### src/hw/rtl/tlsr_pkg.sv
// shared types, constants and tables of the thick line span rasterizer
package tlsr_pkg;

  localparam int COORD_W = 11;
  localparam int LEN_W   = 5;
  localparam int COLOR_W = 16;
  localparam int RAD_W   = 4;
  localparam int ERR_W   = 12;
  localparam int CNT_W   = 12;
  localparam int STEP_W  = 5;
  localparam int SQ_W    = 11;

  localparam logic KIND_START   = 1'b0;
  localparam logic KIND_ADVANCE = 1'b1;

  localparam logic [RAD_W-1:0] RADIUS_RESET = 4'd2;

  typedef enum logic [1:0] {
    DIR_NONE = 2'd0,
    DIR_UP   = 2'd1,
    DIR_DOWN = 2'd2
  } dir_t;

  typedef enum logic [2:0] {
    PH_CENTER   = 3'd0,
    PH_TEST     = 3'd1,
    PH_OUTER_LO = 3'd3,
    PH_INNER_HI = 3'd4,
    PH_INNER_LO = 3'd5
  } phase_t;

  typedef struct packed {
    logic               kind;
    logic [COORD_W-1:0] x_start;
    logic [COORD_W-1:0] y_start;
    logic [COORD_W-1:0] x_end;
    logic [COORD_W-1:0] y_end;
    logic [COLOR_W-1:0] line_color;
  } in_item_t;

  typedef struct packed {
    logic [COORD_W-1:0] span_x;
    logic [COORD_W-1:0] span_y;
    logic [LEN_W-1:0]   span_length;
    logic [COLOR_W-1:0] span_color;
    logic               last_span;
  } out_item_t;

  typedef struct packed {
    logic [COORD_W-1:0] x;
    logic [COORD_W-1:0] y;
    logic [LEN_W-1:0]   len;
  } span_t;

  typedef struct packed {
    logic flush;
    logic push;
    logic pop;
  } queue_ctrl_t;

  // r*707/1000 + 1, the last circle row step at radius r
  function automatic logic [STEP_W-1:0] imax_of(input logic [RAD_W-1:0] r);
    logic [STEP_W-1:0] v;
    case (r)
      4'd0:    v = 5'd1;
      4'd1:    v = 5'd1;
      4'd2:    v = 5'd2;
      4'd3:    v = 5'd3;
      4'd4:    v = 5'd3;
      4'd5:    v = 5'd4;
      4'd6:    v = 5'd5;
      4'd7:    v = 5'd5;
      4'd8:    v = 5'd6;
      4'd9:    v = 5'd7;
      4'd10:   v = 5'd8;
      4'd11:   v = 5'd8;
      4'd12:   v = 5'd9;
      4'd13:   v = 5'd10;
      4'd14:   v = 5'd10;
      4'd15:   v = 5'd11;
      default: v = 5'd1;
    endcase
    return v;
  endfunction

endpackage

### src/hw/rtl/tlsr_walker.sv
// line stepper and circle span walker, one raw span step per enabled cycle
module tlsr_walker (
  input  logic                          clk,
  input  logic                          rst_n,
  input  logic                          load,
  input  tlsr_pkg::in_item_t            item,
  input  logic [tlsr_pkg::RAD_W-1:0]    radius,
  input  logic                          step_en,
  output logic                          span_vld,
  output tlsr_pkg::span_t               span,
  output logic                          active
);

  logic                          line_active_r, line_active_nxt;
  logic [tlsr_pkg::COORD_W-1:0]  pen_col_r, pen_col_nxt;
  logic [tlsr_pkg::COORD_W-1:0]  pen_row_r, pen_row_nxt;
  logic [tlsr_pkg::ERR_W-1:0]    col_err_r, col_err_nxt;
  logic [tlsr_pkg::ERR_W-1:0]    row_err_r, row_err_nxt;
  tlsr_pkg::dir_t                col_dir_r, col_dir_nxt;
  tlsr_pkg::dir_t                row_dir_r, row_dir_nxt;
  logic [tlsr_pkg::COORD_W-1:0]  abs_col_r, abs_col_nxt;
  logic [tlsr_pkg::COORD_W-1:0]  abs_row_r, abs_row_nxt;
  logic [tlsr_pkg::COORD_W-1:0]  major_r, major_nxt;
  logic [tlsr_pkg::CNT_W-1:0]    points_r, points_nxt;
  logic [tlsr_pkg::STEP_W-1:0]   step_r, step_nxt;
  logic [tlsr_pkg::STEP_W-1:0]   half_r, half_nxt;
  tlsr_pkg::phase_t              phase_r, phase_nxt;
  logic [tlsr_pkg::RAD_W-1:0]    rad_r, rad_nxt;

  logic [tlsr_pkg::COORD_W-1:0]  rad_c, step_c, half_c;
  logic [tlsr_pkg::STEP_W-1:0]   imax;
  logic [tlsr_pkg::SQ_W-1:0]     sq_sum, sq_max;
  logic [tlsr_pkg::ERR_W-1:0]    col_acc, row_acc;
  logic [tlsr_pkg::COORD_W-1:0]  col_moved, row_moved;
  logic                          raw_emit;
  logic [tlsr_pkg::COORD_W-1:0]  ld_rad;
  logic [tlsr_pkg::COORD_W-1:0]  ld_dcol, ld_drow;
  tlsr_pkg::dir_t                ld_cdir, ld_rdir;
  logic                          ld_drop;

  assign rad_c  = tlsr_pkg::COORD_W'(rad_r);
  assign step_c = tlsr_pkg::COORD_W'(step_r);
  assign half_c = tlsr_pkg::COORD_W'(half_r);
  assign imax   = tlsr_pkg::imax_of(rad_r);
  assign sq_sum = tlsr_pkg::SQ_W'(step_r) * tlsr_pkg::SQ_W'(step_r)
                + tlsr_pkg::SQ_W'(half_r) * tlsr_pkg::SQ_W'(half_r);
  assign sq_max = tlsr_pkg::SQ_W'(rad_r) * tlsr_pkg::SQ_W'(rad_r)
                + tlsr_pkg::SQ_W'(rad_r >> 1);

  // pen advance of the error stepper
  assign col_acc = col_err_r + tlsr_pkg::ERR_W'(abs_col_r);
  assign row_acc = row_err_r + tlsr_pkg::ERR_W'(abs_row_r);

  always_comb begin
    case (col_dir_r)
      tlsr_pkg::DIR_UP:   col_moved = pen_col_r + 1'b1;
      tlsr_pkg::DIR_DOWN: col_moved = pen_col_r - 1'b1;
      default:            col_moved = pen_col_r;
    endcase
    case (row_dir_r)
      tlsr_pkg::DIR_UP:   row_moved = pen_row_r + 1'b1;
      tlsr_pkg::DIR_DOWN: row_moved = pen_row_r - 1'b1;
      default:            row_moved = pen_row_r;
    endcase
  end

  // start request decode
  always_comb begin
    ld_rad = tlsr_pkg::COORD_W'(radius);
    if (item.x_end > item.x_start) begin
      ld_cdir = tlsr_pkg::DIR_UP;
      ld_dcol = item.x_end - item.x_start;
    end else if (item.x_end < item.x_start) begin
      ld_cdir = tlsr_pkg::DIR_DOWN;
      ld_dcol = item.x_start - item.x_end;
    end else begin
      ld_cdir = tlsr_pkg::DIR_NONE;
      ld_dcol = '0;
    end
    if (item.y_end > item.y_start) begin
      ld_rdir = tlsr_pkg::DIR_UP;
      ld_drow = item.y_end - item.y_start;
    end else if (item.y_end < item.y_start) begin
      ld_rdir = tlsr_pkg::DIR_DOWN;
      ld_drow = item.y_start - item.y_end;
    end else begin
      ld_rdir = tlsr_pkg::DIR_NONE;
      ld_drow = '0;
    end
    ld_drop = (radius == '0) || (item.x_start < ld_rad) || (item.x_end < ld_rad)
           || (item.y_start < ld_rad) || (item.y_end < ld_rad);
  end

  always_comb begin
    line_active_nxt = line_active_r;
    pen_col_nxt     = pen_col_r;
    pen_row_nxt     = pen_row_r;
    col_err_nxt     = col_err_r;
    row_err_nxt     = row_err_r;
    col_dir_nxt     = col_dir_r;
    row_dir_nxt     = row_dir_r;
    abs_col_nxt     = abs_col_r;
    abs_row_nxt     = abs_row_r;
    major_nxt       = major_r;
    points_nxt      = points_r;
    step_nxt        = step_r;
    half_nxt        = half_r;
    phase_nxt       = phase_r;
    rad_nxt         = rad_r;
    raw_emit        = 1'b0;
    span            = '0;

    if (load) begin
      rad_nxt     = radius;
      col_err_nxt = '0;
      row_err_nxt = '0;
      step_nxt    = '0;
      half_nxt    = '0;
      phase_nxt   = tlsr_pkg::PH_CENTER;
      if (ld_drop) begin
        line_active_nxt = 1'b0;
        pen_col_nxt     = '0;
        pen_row_nxt     = '0;
        col_dir_nxt     = tlsr_pkg::DIR_NONE;
        row_dir_nxt     = tlsr_pkg::DIR_NONE;
        abs_col_nxt     = '0;
        abs_row_nxt     = '0;
        major_nxt       = '0;
        points_nxt      = '0;
      end else begin
        line_active_nxt = 1'b1;
        pen_col_nxt     = item.x_start;
        pen_row_nxt     = item.y_start;
        col_dir_nxt     = ld_cdir;
        row_dir_nxt     = ld_rdir;
        abs_col_nxt     = ld_dcol;
        abs_row_nxt     = ld_drow;
        major_nxt       = (ld_dcol > ld_drow) ? ld_dcol : ld_drow;
        points_nxt      = tlsr_pkg::CNT_W'((ld_dcol > ld_drow) ? ld_dcol : ld_drow)
                        + tlsr_pkg::CNT_W'(2);
      end
    end else if (step_en && line_active_r) begin
      case (phase_r)
        tlsr_pkg::PH_CENTER: begin
          raw_emit  = 1'b1;
          span.x    = pen_col_r - rad_c;
          span.y    = pen_row_r;
          span.len  = tlsr_pkg::LEN_W'(rad_r) << 1;
          step_nxt  = tlsr_pkg::STEP_W'(1);
          half_nxt  = tlsr_pkg::STEP_W'(rad_r);
          phase_nxt = tlsr_pkg::PH_TEST;
        end
        tlsr_pkg::PH_TEST: begin
          if (step_r > imax) begin
            // circle done, move the pen to the next point
            if (col_acc > tlsr_pkg::ERR_W'(major_r)) begin
              col_err_nxt = col_acc - tlsr_pkg::ERR_W'(major_r);
              pen_col_nxt = col_moved;
            end else begin
              col_err_nxt = col_acc;
            end
            if (row_acc > tlsr_pkg::ERR_W'(major_r)) begin
              row_err_nxt = row_acc - tlsr_pkg::ERR_W'(major_r);
              pen_row_nxt = row_moved;
            end else begin
              row_err_nxt = row_acc;
            end
            if (points_r <= tlsr_pkg::CNT_W'(1)) line_active_nxt = 1'b0;
            points_nxt = points_r - 1'b1;
            phase_nxt  = tlsr_pkg::PH_CENTER;
          end else if ((sq_sum > sq_max) && (half_r > imax)) begin
            raw_emit  = 1'b1;
            span.x    = pen_col_r - step_c + 1'b1;
            span.y    = pen_row_r + half_c;
            span.len  = tlsr_pkg::LEN_W'(step_r - 1'b1) << 1;
            phase_nxt = tlsr_pkg::PH_OUTER_LO;
          end else begin
            if ((sq_sum > sq_max) && (half_r != '0)) half_nxt = half_r - 1'b1;
            phase_nxt = tlsr_pkg::PH_INNER_HI;
          end
        end
        tlsr_pkg::PH_OUTER_LO: begin
          raw_emit = 1'b1;
          span.x   = pen_col_r - step_c + 1'b1;
          span.y   = pen_row_r - half_c;
          span.len = tlsr_pkg::LEN_W'(step_r - 1'b1) << 1;
          if (half_r != '0) half_nxt = half_r - 1'b1;
          phase_nxt = tlsr_pkg::PH_INNER_HI;
        end
        tlsr_pkg::PH_INNER_HI: begin
          raw_emit  = 1'b1;
          span.x    = pen_col_r - half_c;
          span.y    = pen_row_r + step_c;
          span.len  = tlsr_pkg::LEN_W'(half_r) << 1;
          phase_nxt = tlsr_pkg::PH_INNER_LO;
        end
        default: begin
          raw_emit  = 1'b1;
          span.x    = pen_col_r - half_c;
          span.y    = pen_row_r - step_c;
          span.len  = tlsr_pkg::LEN_W'(half_r) << 1;
          step_nxt  = step_r + 1'b1;
          phase_nxt = tlsr_pkg::PH_TEST;
        end
      endcase
    end
  end

  // empty spans are dropped here
  assign span_vld = raw_emit && (span.len != '0);
  assign active   = line_active_r;

  always_ff @(posedge clk) begin
    if (!rst_n) begin
      line_active_r <= 1'b0;
      pen_col_r     <= '0;
      pen_row_r     <= '0;
      col_err_r     <= '0;
      row_err_r     <= '0;
      col_dir_r     <= tlsr_pkg::DIR_NONE;
      row_dir_r     <= tlsr_pkg::DIR_NONE;
      abs_col_r     <= '0;
      abs_row_r     <= '0;
      major_r       <= '0;
      points_r      <= '0;
      step_r        <= '0;
      half_r        <= '0;
      phase_r       <= tlsr_pkg::PH_CENTER;
      rad_r         <= '0;
    end else begin
      line_active_r <= line_active_nxt;
      pen_col_r     <= pen_col_nxt;
      pen_row_r     <= pen_row_nxt;
      col_err_r     <= col_err_nxt;
      row_err_r     <= row_err_nxt;
      col_dir_r     <= col_dir_nxt;
      row_dir_r     <= row_dir_nxt;
      abs_col_r     <= abs_col_nxt;
      abs_row_r     <= abs_row_nxt;
      major_r       <= major_nxt;
      points_r      <= points_nxt;
      step_r        <= step_nxt;
      half_r        <= half_nxt;
      phase_r       <= phase_nxt;
      rad_r         <= rad_nxt;
    end
  end

endmodule

### src/hw/rtl/tlsr_span_queue.sv
// two-entry queue of non-empty spans waiting for advance requests
module tlsr_span_queue (
  input  logic                  clk,
  input  logic                  rst_n,
  input  tlsr_pkg::queue_ctrl_t ctrl,
  input  tlsr_pkg::span_t       push_span,
  output tlsr_pkg::span_t       head,
  output logic [1:0]            count
);

  tlsr_pkg::span_t slot0_r, slot0_nxt;
  tlsr_pkg::span_t slot1_r, slot1_nxt;
  logic [1:0]      count_r, count_nxt;

  always_comb begin
    slot0_nxt = slot0_r;
    slot1_nxt = slot1_r;
    count_nxt = count_r;
    if (ctrl.flush) begin
      count_nxt = '0;
    end else if (ctrl.push && ctrl.pop) begin
      if (count_r == 2'd2) begin
        slot0_nxt = slot1_r;
        slot1_nxt = push_span;
      end else begin
        slot0_nxt = push_span;
      end
    end else if (ctrl.pop) begin
      slot0_nxt = slot1_r;
      count_nxt = count_r - 1'b1;
    end else if (ctrl.push) begin
      if (count_r == '0) slot0_nxt = push_span;
      else slot1_nxt = push_span;
      count_nxt = count_r + 1'b1;
    end
  end

  assign head  = slot0_r;
  assign count = count_r;

  always_ff @(posedge clk) begin
    if (!rst_n) begin
      count_r <= '0;
    end else begin
      count_r <= count_nxt;
    end
  end

  always_ff @(posedge clk) begin
    slot0_r <= slot0_nxt;
    slot1_r <= slot1_nxt;
  end

endmodule

### src/hw/rtl/thick_line_span_rasterizer.sv
// Thick line span rasterizer top level: request decode, span queue and result register.
// A start request is always taken at once and yields no result; it drops any line in
// progress and lets the walker begin stepping the new line on the next cycle. Advance
// requests are taken one per cycle as long as two spans are buffered, or one span is
// buffered and the line is finished, and the result register is free; each returns
// one span in the result register on the following cycle. The walker makes at most one
// span per cycle; a row test that finds no outer rows, each pen move and each empty span
// push nothing. Per circle the walker emits the center span, then for each row step a
// row test, an outer row pair if the test finds one and an inner row pair, and last a
// pen move; that walker is what sets the long-run span rate. An advance with no line
// pending is taken at once and gives no result.
module thick_line_span_rasterizer (
  input  logic                          clk,
  input  logic                          rst_n,
  input  logic                          in_valid,
  output logic                          in_ready,
  input  tlsr_pkg::in_item_t            in_item,
  output logic                          out_valid,
  input  logic                          out_ready,
  output tlsr_pkg::out_item_t           out_item,
  input  logic                          cfg_valid,
  output logic                          cfg_ready,
  input  logic [tlsr_pkg::RAD_W-1:0]    cfg_data
);

  logic [tlsr_pkg::RAD_W-1:0]   radius_r, radius_nxt;
  logic [tlsr_pkg::COLOR_W-1:0] color_r, color_nxt;
  logic                         out_valid_r, out_valid_nxt;
  tlsr_pkg::out_item_t          out_item_r, out_item_nxt;

  logic                  start_acc, adv_acc;
  logic                  out_free, can_emit, drop, last_flag;
  logic                  gen_active, gen_span_vld, step_en;
  tlsr_pkg::span_t       gen_span, head;
  logic [1:0]            q_cnt;
  tlsr_pkg::queue_ctrl_t qctrl;

  assign cfg_ready  = 1'b1;
  assign radius_nxt = (cfg_valid && cfg_ready) ? cfg_data : radius_r;

  assign out_free  = !out_valid_r || out_ready;
  // the head span is known to be the last one once the walker has finished
  assign last_flag = (q_cnt == 2'd1) && !gen_active;
  assign can_emit  = (q_cnt == 2'd2) || last_flag;
  assign drop      = (q_cnt == '0) && !gen_active;

  always_comb begin
    if (in_item.kind == tlsr_pkg::KIND_START) in_ready = 1'b1;
    else in_ready = drop || (can_emit && out_free);
  end

  assign start_acc = in_valid && in_ready && (in_item.kind == tlsr_pkg::KIND_START);
  assign adv_acc   = in_valid && in_ready && (in_item.kind == tlsr_pkg::KIND_ADVANCE);

  assign qctrl.flush = start_acc;
  assign qctrl.pop   = adv_acc && (q_cnt != '0);
  assign step_en     = !start_acc && ((q_cnt != 2'd2) || qctrl.pop);
  assign qctrl.push  = gen_span_vld && step_en;

  assign color_nxt = start_acc ? in_item.line_color : color_r;

  tlsr_walker u_walker (
    .clk      (clk),
    .rst_n    (rst_n),
    .load     (start_acc),
    .item     (in_item),
    .radius   (radius_r),
    .step_en  (step_en),
    .span_vld (gen_span_vld),
    .span     (gen_span),
    .active   (gen_active)
  );

  tlsr_span_queue u_queue (
    .clk       (clk),
    .rst_n     (rst_n),
    .ctrl      (qctrl),
    .push_span (gen_span),
    .head      (head),
    .count     (q_cnt)
  );

  always_comb begin
    out_item_nxt  = out_item_r;
    out_valid_nxt = out_valid_r;
    if (qctrl.pop) begin
      out_valid_nxt            = 1'b1;
      out_item_nxt.span_x      = head.x;
      out_item_nxt.span_y      = head.y;
      out_item_nxt.span_length = head.len;
      out_item_nxt.span_color  = color_r;
      out_item_nxt.last_span   = last_flag;
    end else if (out_ready) begin
      out_valid_nxt = 1'b0;
    end
  end

  assign out_valid = out_valid_r;
  assign out_item  = out_item_r;

  always_ff @(posedge clk) begin
    if (!rst_n) begin
      radius_r    <= tlsr_pkg::RADIUS_RESET;
      color_r     <= '0;
      out_valid_r <= 1'b0;
    end else begin
      radius_r    <= radius_nxt;
      color_r     <= color_nxt;
      out_valid_r <= out_valid_nxt;
    end
  end

  always_ff @(posedge clk) begin
    out_item_r <= out_item_nxt;
  end

  a_queue_bound: assert property (@(posedge clk) disable iff (!rst_n)
    q_cnt != 2'd3)
    else $error("span queue count out of range");

  a_push_room: assert property (@(posedge clk) disable iff (!rst_n)
    qctrl.push |-> (q_cnt != 2'd2) || qctrl.pop)
    else $error("span pushed into a full queue");

  a_start_flush: assert property (@(posedge clk) disable iff (!rst_n)
    start_acc |=> q_cnt == '0)
    else $error("queue not empty after start request");

  a_no_empty_span: assert property (@(posedge clk) disable iff (!rst_n)
    out_valid_r |-> out_item_r.span_length != '0)
    else $error("zero-length span presented");

endmodule

### config.mk
export PLATFORM = sky130hd
export DESIGN_NAME = thick_line_span_rasterizer
export DESIGN_NICKNAME = d
export VERILOG_FILES = /design/src/hw/rtl/tlsr_pkg.sv /design/src/hw/rtl/tlsr_walker.sv /design/src/hw/rtl/tlsr_span_queue.sv /design/src/hw/rtl/thick_line_span_rasterizer.sv
export SDC_FILE = /design/constraint.sdc
export NUM_CORES = 1
export LEC_CHECK = 0
export BUFFER_PORTS_ARGS = -buffer_cell sky130_fd_sc_hd__buf_2
export CAP_MARGIN = 5
export CORE_AREA = 2 2 210 212
export DETAILED_ROUTE_END_ITERATION = 6
export DIE_AREA = 0 0 212 214
export HOLD_SLACK_MARGIN = 0.06
export PLACE_DENSITY = 0.73
export SLEW_MARGIN = 5
export SYNTH_ARGS = -nofsm -noshare
export SYNTH_HDL_FRONTEND = slang
export SYNTH_SLANG_ARGS = --single-unit
### constraint.sdc
create_clock -name clk -period 8.3 [get_ports clk]
set_input_delay 1.245 -clock clk [delete_from_list [all_inputs] [get_ports clk]]
set_output_delay 1.245 -clock clk [all_outputs]
set_load 0.05 [all_outputs]
==> results_dict.tcl <==
set metrics [dict create \
    status "finished, final reports clean" \
    sequential_cell_area_um2 5660 \
    grt_max_degree 57 \
    core_area_um2 42900 \
    post_synth.cell_area_avg_um2 8.56 \
    startpoint "u_walker.half_r[0]$_SDFFE_PP0P_" \
    synth-edff-count 95 \
    crit_type "reg -> reg" \
    fillerInstances 3981 \
    hpwl_um 41800 \
    fin_area_um2 21300 \
    p_clk_share_pct 31.3 \
    wl_per_cell_um 18.5 \
    postLayoutSetupSlackWorst_ns 0.470 \
    synth_largest_area_cell "sky130_fd_sc_hd__ha_1" \
    preCtsSetupSlack_ns 0.430 \
    drc_errors 0 \
    switching_power_w 0.00134 \
    synth-seq-cells 235 \
    fin_tns_setup_ns 0 \
    p_comb_share_pct 34.5 \
    seq_area_frac_synth_pct 29.4 \
    area.growth.synth_to_final_pct 10.7 \
    asr_flop_ratio_synth_pct 0 \
    critPathCapture "u_queue.head[22]$_DFFE_PP_" \
    reg2reg_to "u_queue.head[22]$_DFFE_PP_" \
    drt-vias-per-instance 5.81 \
    grt_util_all_layers_pct 23.7 \
    layout.nets 2682 \
    initial_standard_cell_utilization_of_the_core_pct 44.9 \
    max_freq_ghz 0.128 \
    postSynthNetCount 2598 \
    rrSetupSlack_ns 0.47 \
    place_area_um2 20400 \
    area_share_of_the_largest_cell_type_after_synthesis_pct 15.9 \
    clock_tree.buffer_depth 3 \
    dominantRegCellSynth "sky130_fd_sc_hd__dfxtp_1" \
    number_of_slew_limit_violations_in_the_final_report 0 \
    crit_top_cell "sky130_fd_sc_hd__fa_1" \
    ant_nets 0 \
    cp_data_required_time_ns 8.59 \
    power-per-cell-area_nw_per_um2 178 \
    io_pins 117 \
    r2r_start "u_walker.half_r[0]$_SDFFE_PP0P_" \
    minimum_clock_period_after_layout_ns 7.83 \
    layout_cell_share_with_drive_strength_beyond_1_pct 10.3 \
    cap_viol_max_count 0 \
    floorplan.die_area_um2 45400 \
    worst-path-max-fanout 17 \
    cts-buffers-inserted 26 \
    die_height_um 214 \
    grt_pass1_wl_um 86900 \
    number_of_cells_on_the_worst_reg_to_reg_path 28 \
    final-hold-violation-count 0 \
    tightest_slew_ns 1.05 \
    power.static_leakage_nw 9.41 \
    multi_input_area_um2 12500 \
    min_period_over_period_pct 94.3 \
    first_global_vias 16564 \
    detail_route.wirelength_um 54300 \
    vias 17076 \
    clock_insertion_delay_worst_skew_ns 0.54 \
    fp-row-count 76 \
    cp_data_arrival_time_ns 8.12 \
    clkSinkCount 235 \
    p_sw_share_pct 35.3 \
    detail_route.iter0.violations 1286 \
    die_x_um 212 \
    power_report.internal_total_w 0.00245 \
    critical_path.startpoint_type "flop" \
    clk_pin_slew_ns 0.07 \
    detail_route.first_pass.iterations 5 \
    setup_viol 0 \
    post_cts_hold_buffer_count 0 \
    ys.warnings.count 0 \
    synthTopCellsByArea "sky130_fd_sc_hd__ha_1 (16%), sky130_fd_sc_hd__edfxtp_1 (15%), sky130_fd_sc_hd__dfxtp_1 (15%)" \
    share_seq_of_total_power_pct 34.2 \
    netlist_instances 2249 \
    remaining_overflow_grt 0 \
    cts_tree "built" \
    placement.io_buffers 114 \
    synthesized_cell_area_um2 19300 \
    netlist-cell-type-count 99 \
    clock_tree.root_cell "sky130_fd_sc_hd__clkbuf_16" \
    setup.worst_path.end_class "flop" \
    hold_path_class "reg -> reg" \
    slew_headroom_pct 30.2 \
    vdd_ir_drop_max_uv 142 \
    grt_antenna_before_repair 1 \
    rsz0062_at_grt "no" \
    cts_max_level 1 \
    gp_congestion 0.989 \
    critical_path.slowest_cell "sky130_fd_sc_hd__dfxtp_1" \
    max_stage_delay_ns 0.59 \
    fin_worst_skew_ns 0.0169 \
]
power groups by stage:
stage	Sequential (W)	Clock, W	Combinational [W]
floorplan	0.00131	0	0.000952
global placement	0.00132	0	0.00124
detailed placement	0.00132	0	0.00127
CTS	0.00130	0.00120	0.00128
global route	0.00130	0.00125	0.00144
finish	0.00130	0.00119	0.00131
how the worst min path moves through the flow:
stage / startpoint / to / cells after the start
floorplan: u_queue.head[1]$_DFFE_PP_ / out_item[18]$_DFFE_PP_ / 0
global placement: u_queue.head[7]$_DFFE_PP_ / out_item[24]$_DFFE_PP_ / 0
detailed placement: u_queue.head[9]$_DFFE_PP_ / out_item[26]$_DFFE_PP_ / 0
CTS: u_queue.head[21]$_DFFE_PP_ / out_item[38]$_DFFE_PP_ / 0
global route: u_queue.head[18]$_DFFE_PP_ / out_item[35]$_DFFE_PP_ / 0
finish: u_queue.head[16]$_DFFE_PP_ / out_item[33]$_DFFE_PP_ / 0
through the flow:
stage	power (W)	hold slack, ns	instances	utilization [%]
floorplan	0.00226	0.400	2249	-
global placement	0.00256	0.404	2890	47.6
detailed placement	0.00259	0.405	2890	47.6
CTS	0.00378	0.417	2938	49.7
global route	0.00399	0.423	2939	49.7
finish	0.00379	0.417	2939	49.7
final cells by class:
cell class,instances,area share [%]
inverters,189,3.33
well taps,585,3.43
clock inverters,10,0.487
repair buffers,143,3.70
flip-flops and latches,235,26.5
diodes,1,0.0117
multi-input cells,1738,58.9
clock buffers,38,3.61
layout by cell type, fill, tap and decap left out, types with 8 or more instances in the layout:
cell / n
sky130_fd_sc_hd__o21bai_1: 15
sky130_fd_sc_hd__nor2_1: 148
sky130_fd_sc_hd__clkbuf_1: 8
sky130_fd_sc_hd__nand4_1: 22
sky130_fd_sc_hd__o21ai_0: 141
sky130_fd_sc_hd__and3_1: 14
sky130_fd_sc_hd__nor2b_1: 37
sky130_fd_sc_hd__o31ai_1: 22
sky130_fd_sc_hd__xor2_1: 40
sky130_fd_sc_hd__nor3_1: 62
sky130_fd_sc_hd__edfxtp_1: 95
sky130_fd_sc_hd__dfxtp_1: 139
sky130_fd_sc_hd__o22ai_1: 18
sky130_fd_sc_hd__a31oi_1: 17
sky130_fd_sc_hd__or3_1: 13
sky130_fd_sc_hd__mux2_2: 13
sky130_fd_sc_hd__mux2i_1: 27
sky130_fd_sc_hd__buf_4: 29
sky130_fd_sc_hd__nand3b_1: 9
sky130_fd_sc_hd__a21oi_1: 186
sky130_fd_sc_hd__nand3_1: 37
sky130_fd_sc_hd__a221o_1: 8
sky130_fd_sc_hd__nor4_1: 21
sky130_fd_sc_hd__or2_2: 12
sky130_fd_sc_hd__nand2_1: 215
sky130_fd_sc_hd__a22oi_1: 12
sky130_fd_sc_hd__inv_1: 185
sky130_fd_sc_hd__a22o_1: 8
sky130_fd_sc_hd__a211oi_1: 23
sky130_fd_sc_hd__clkbuf_16: 29
sky130_fd_sc_hd__xnor2_1: 72
sky130_fd_sc_hd__o21a_1: 22
sky130_fd_sc_hd__ha_1: 244
sky130_fd_sc_hd__buf_2: 114
sky130_fd_sc_hd__a21o_1: 49
sky130_fd_sc_hd__nand2b_1: 26
sky130_fd_sc_hd__fa_1: 35
sky130_fd_sc_hd__o211ai_1: 14
sky130_fd_sc_hd__and2_1: 24
cell usage after synthesis (35+ instances only):
library cell               number
sky130_fd_sc_hd__ha_1         244
sky130_fd_sc_hd__nand2_1      215
sky130_fd_sc_hd__a21oi_1      186
sky130_fd_sc_hd__inv_1        186
sky130_fd_sc_hd__nor2_1       149
sky130_fd_sc_hd__o21ai_0      141
sky130_fd_sc_hd__dfxtp_1      140
sky130_fd_sc_hd__edfxtp_1      95
sky130_fd_sc_hd__xnor2_1       72
sky130_fd_sc_hd__clkbuf_1      63
sky130_fd_sc_hd__nor3_1        62
sky130_fd_sc_hd__a21o_1        49
sky130_fd_sc_hd__xor2_1        40
sky130_fd_sc_hd__nor2b_1       38
sky130_fd_sc_hd__nand3_1       37
sky130_fd_sc_hd__fa_1          35
cells by family (layout without fill, tap and decap cells):
logic type               Yosys count  after routing  synth area share, %
AND/OR/NAND/NOR                  673            673                 16.9
buffers and inverters            276            380                 5.69
other                              2              3               0.0390
AO/OA/AOI/OAI                    631            631                 21.2
multiplexers                      41             41                 2.28
XOR/XNOR                         112            112                 5.09
flip-flops                       235            235                 29.4
adder cells (fa/ha/maj)          279            279                 19.5
worst max-delay path, delay by kind of cell (launching register included):
kind / cells / cell delay, ns
mux: 1 / 0.37
simple gates: 9 / 1.46
fa+ha+maj: 8 / 3.37
buf+inv: 5 / 0.64
flops: 1 / 0.59
compound gates: 4 / 0.97
xor+xnor: 1 / 0.16
sequential cells by signal, summed over array words and instances, names as in the netlist, 12 cells and up:
register and cells:
u_queue.head 26, u_walker.col_err_r 12, u_walker.points_r 12, color_r 16, u_queue.slot1_r 26, out_item 43
u_walker.row_err_r 12
repair_timing:
action,in CTS,in global routing
setup buffers,0,0
gates resized for setup,0,1
setup endpoints to repair,0,8
per-layer routing:
metal / track usage (%) / vias up / wire [µm]
li1: - / 8243 / -
met1: 32.1 / 8072 / 24100
met2: 38.6 / 641 / 24800
met3: 3.28 / 120 / 3670
met4: 8.29 / 0 / 1760
met5: 0 / - / 0
Note: power is estimated with default switching activity, not from simulation.
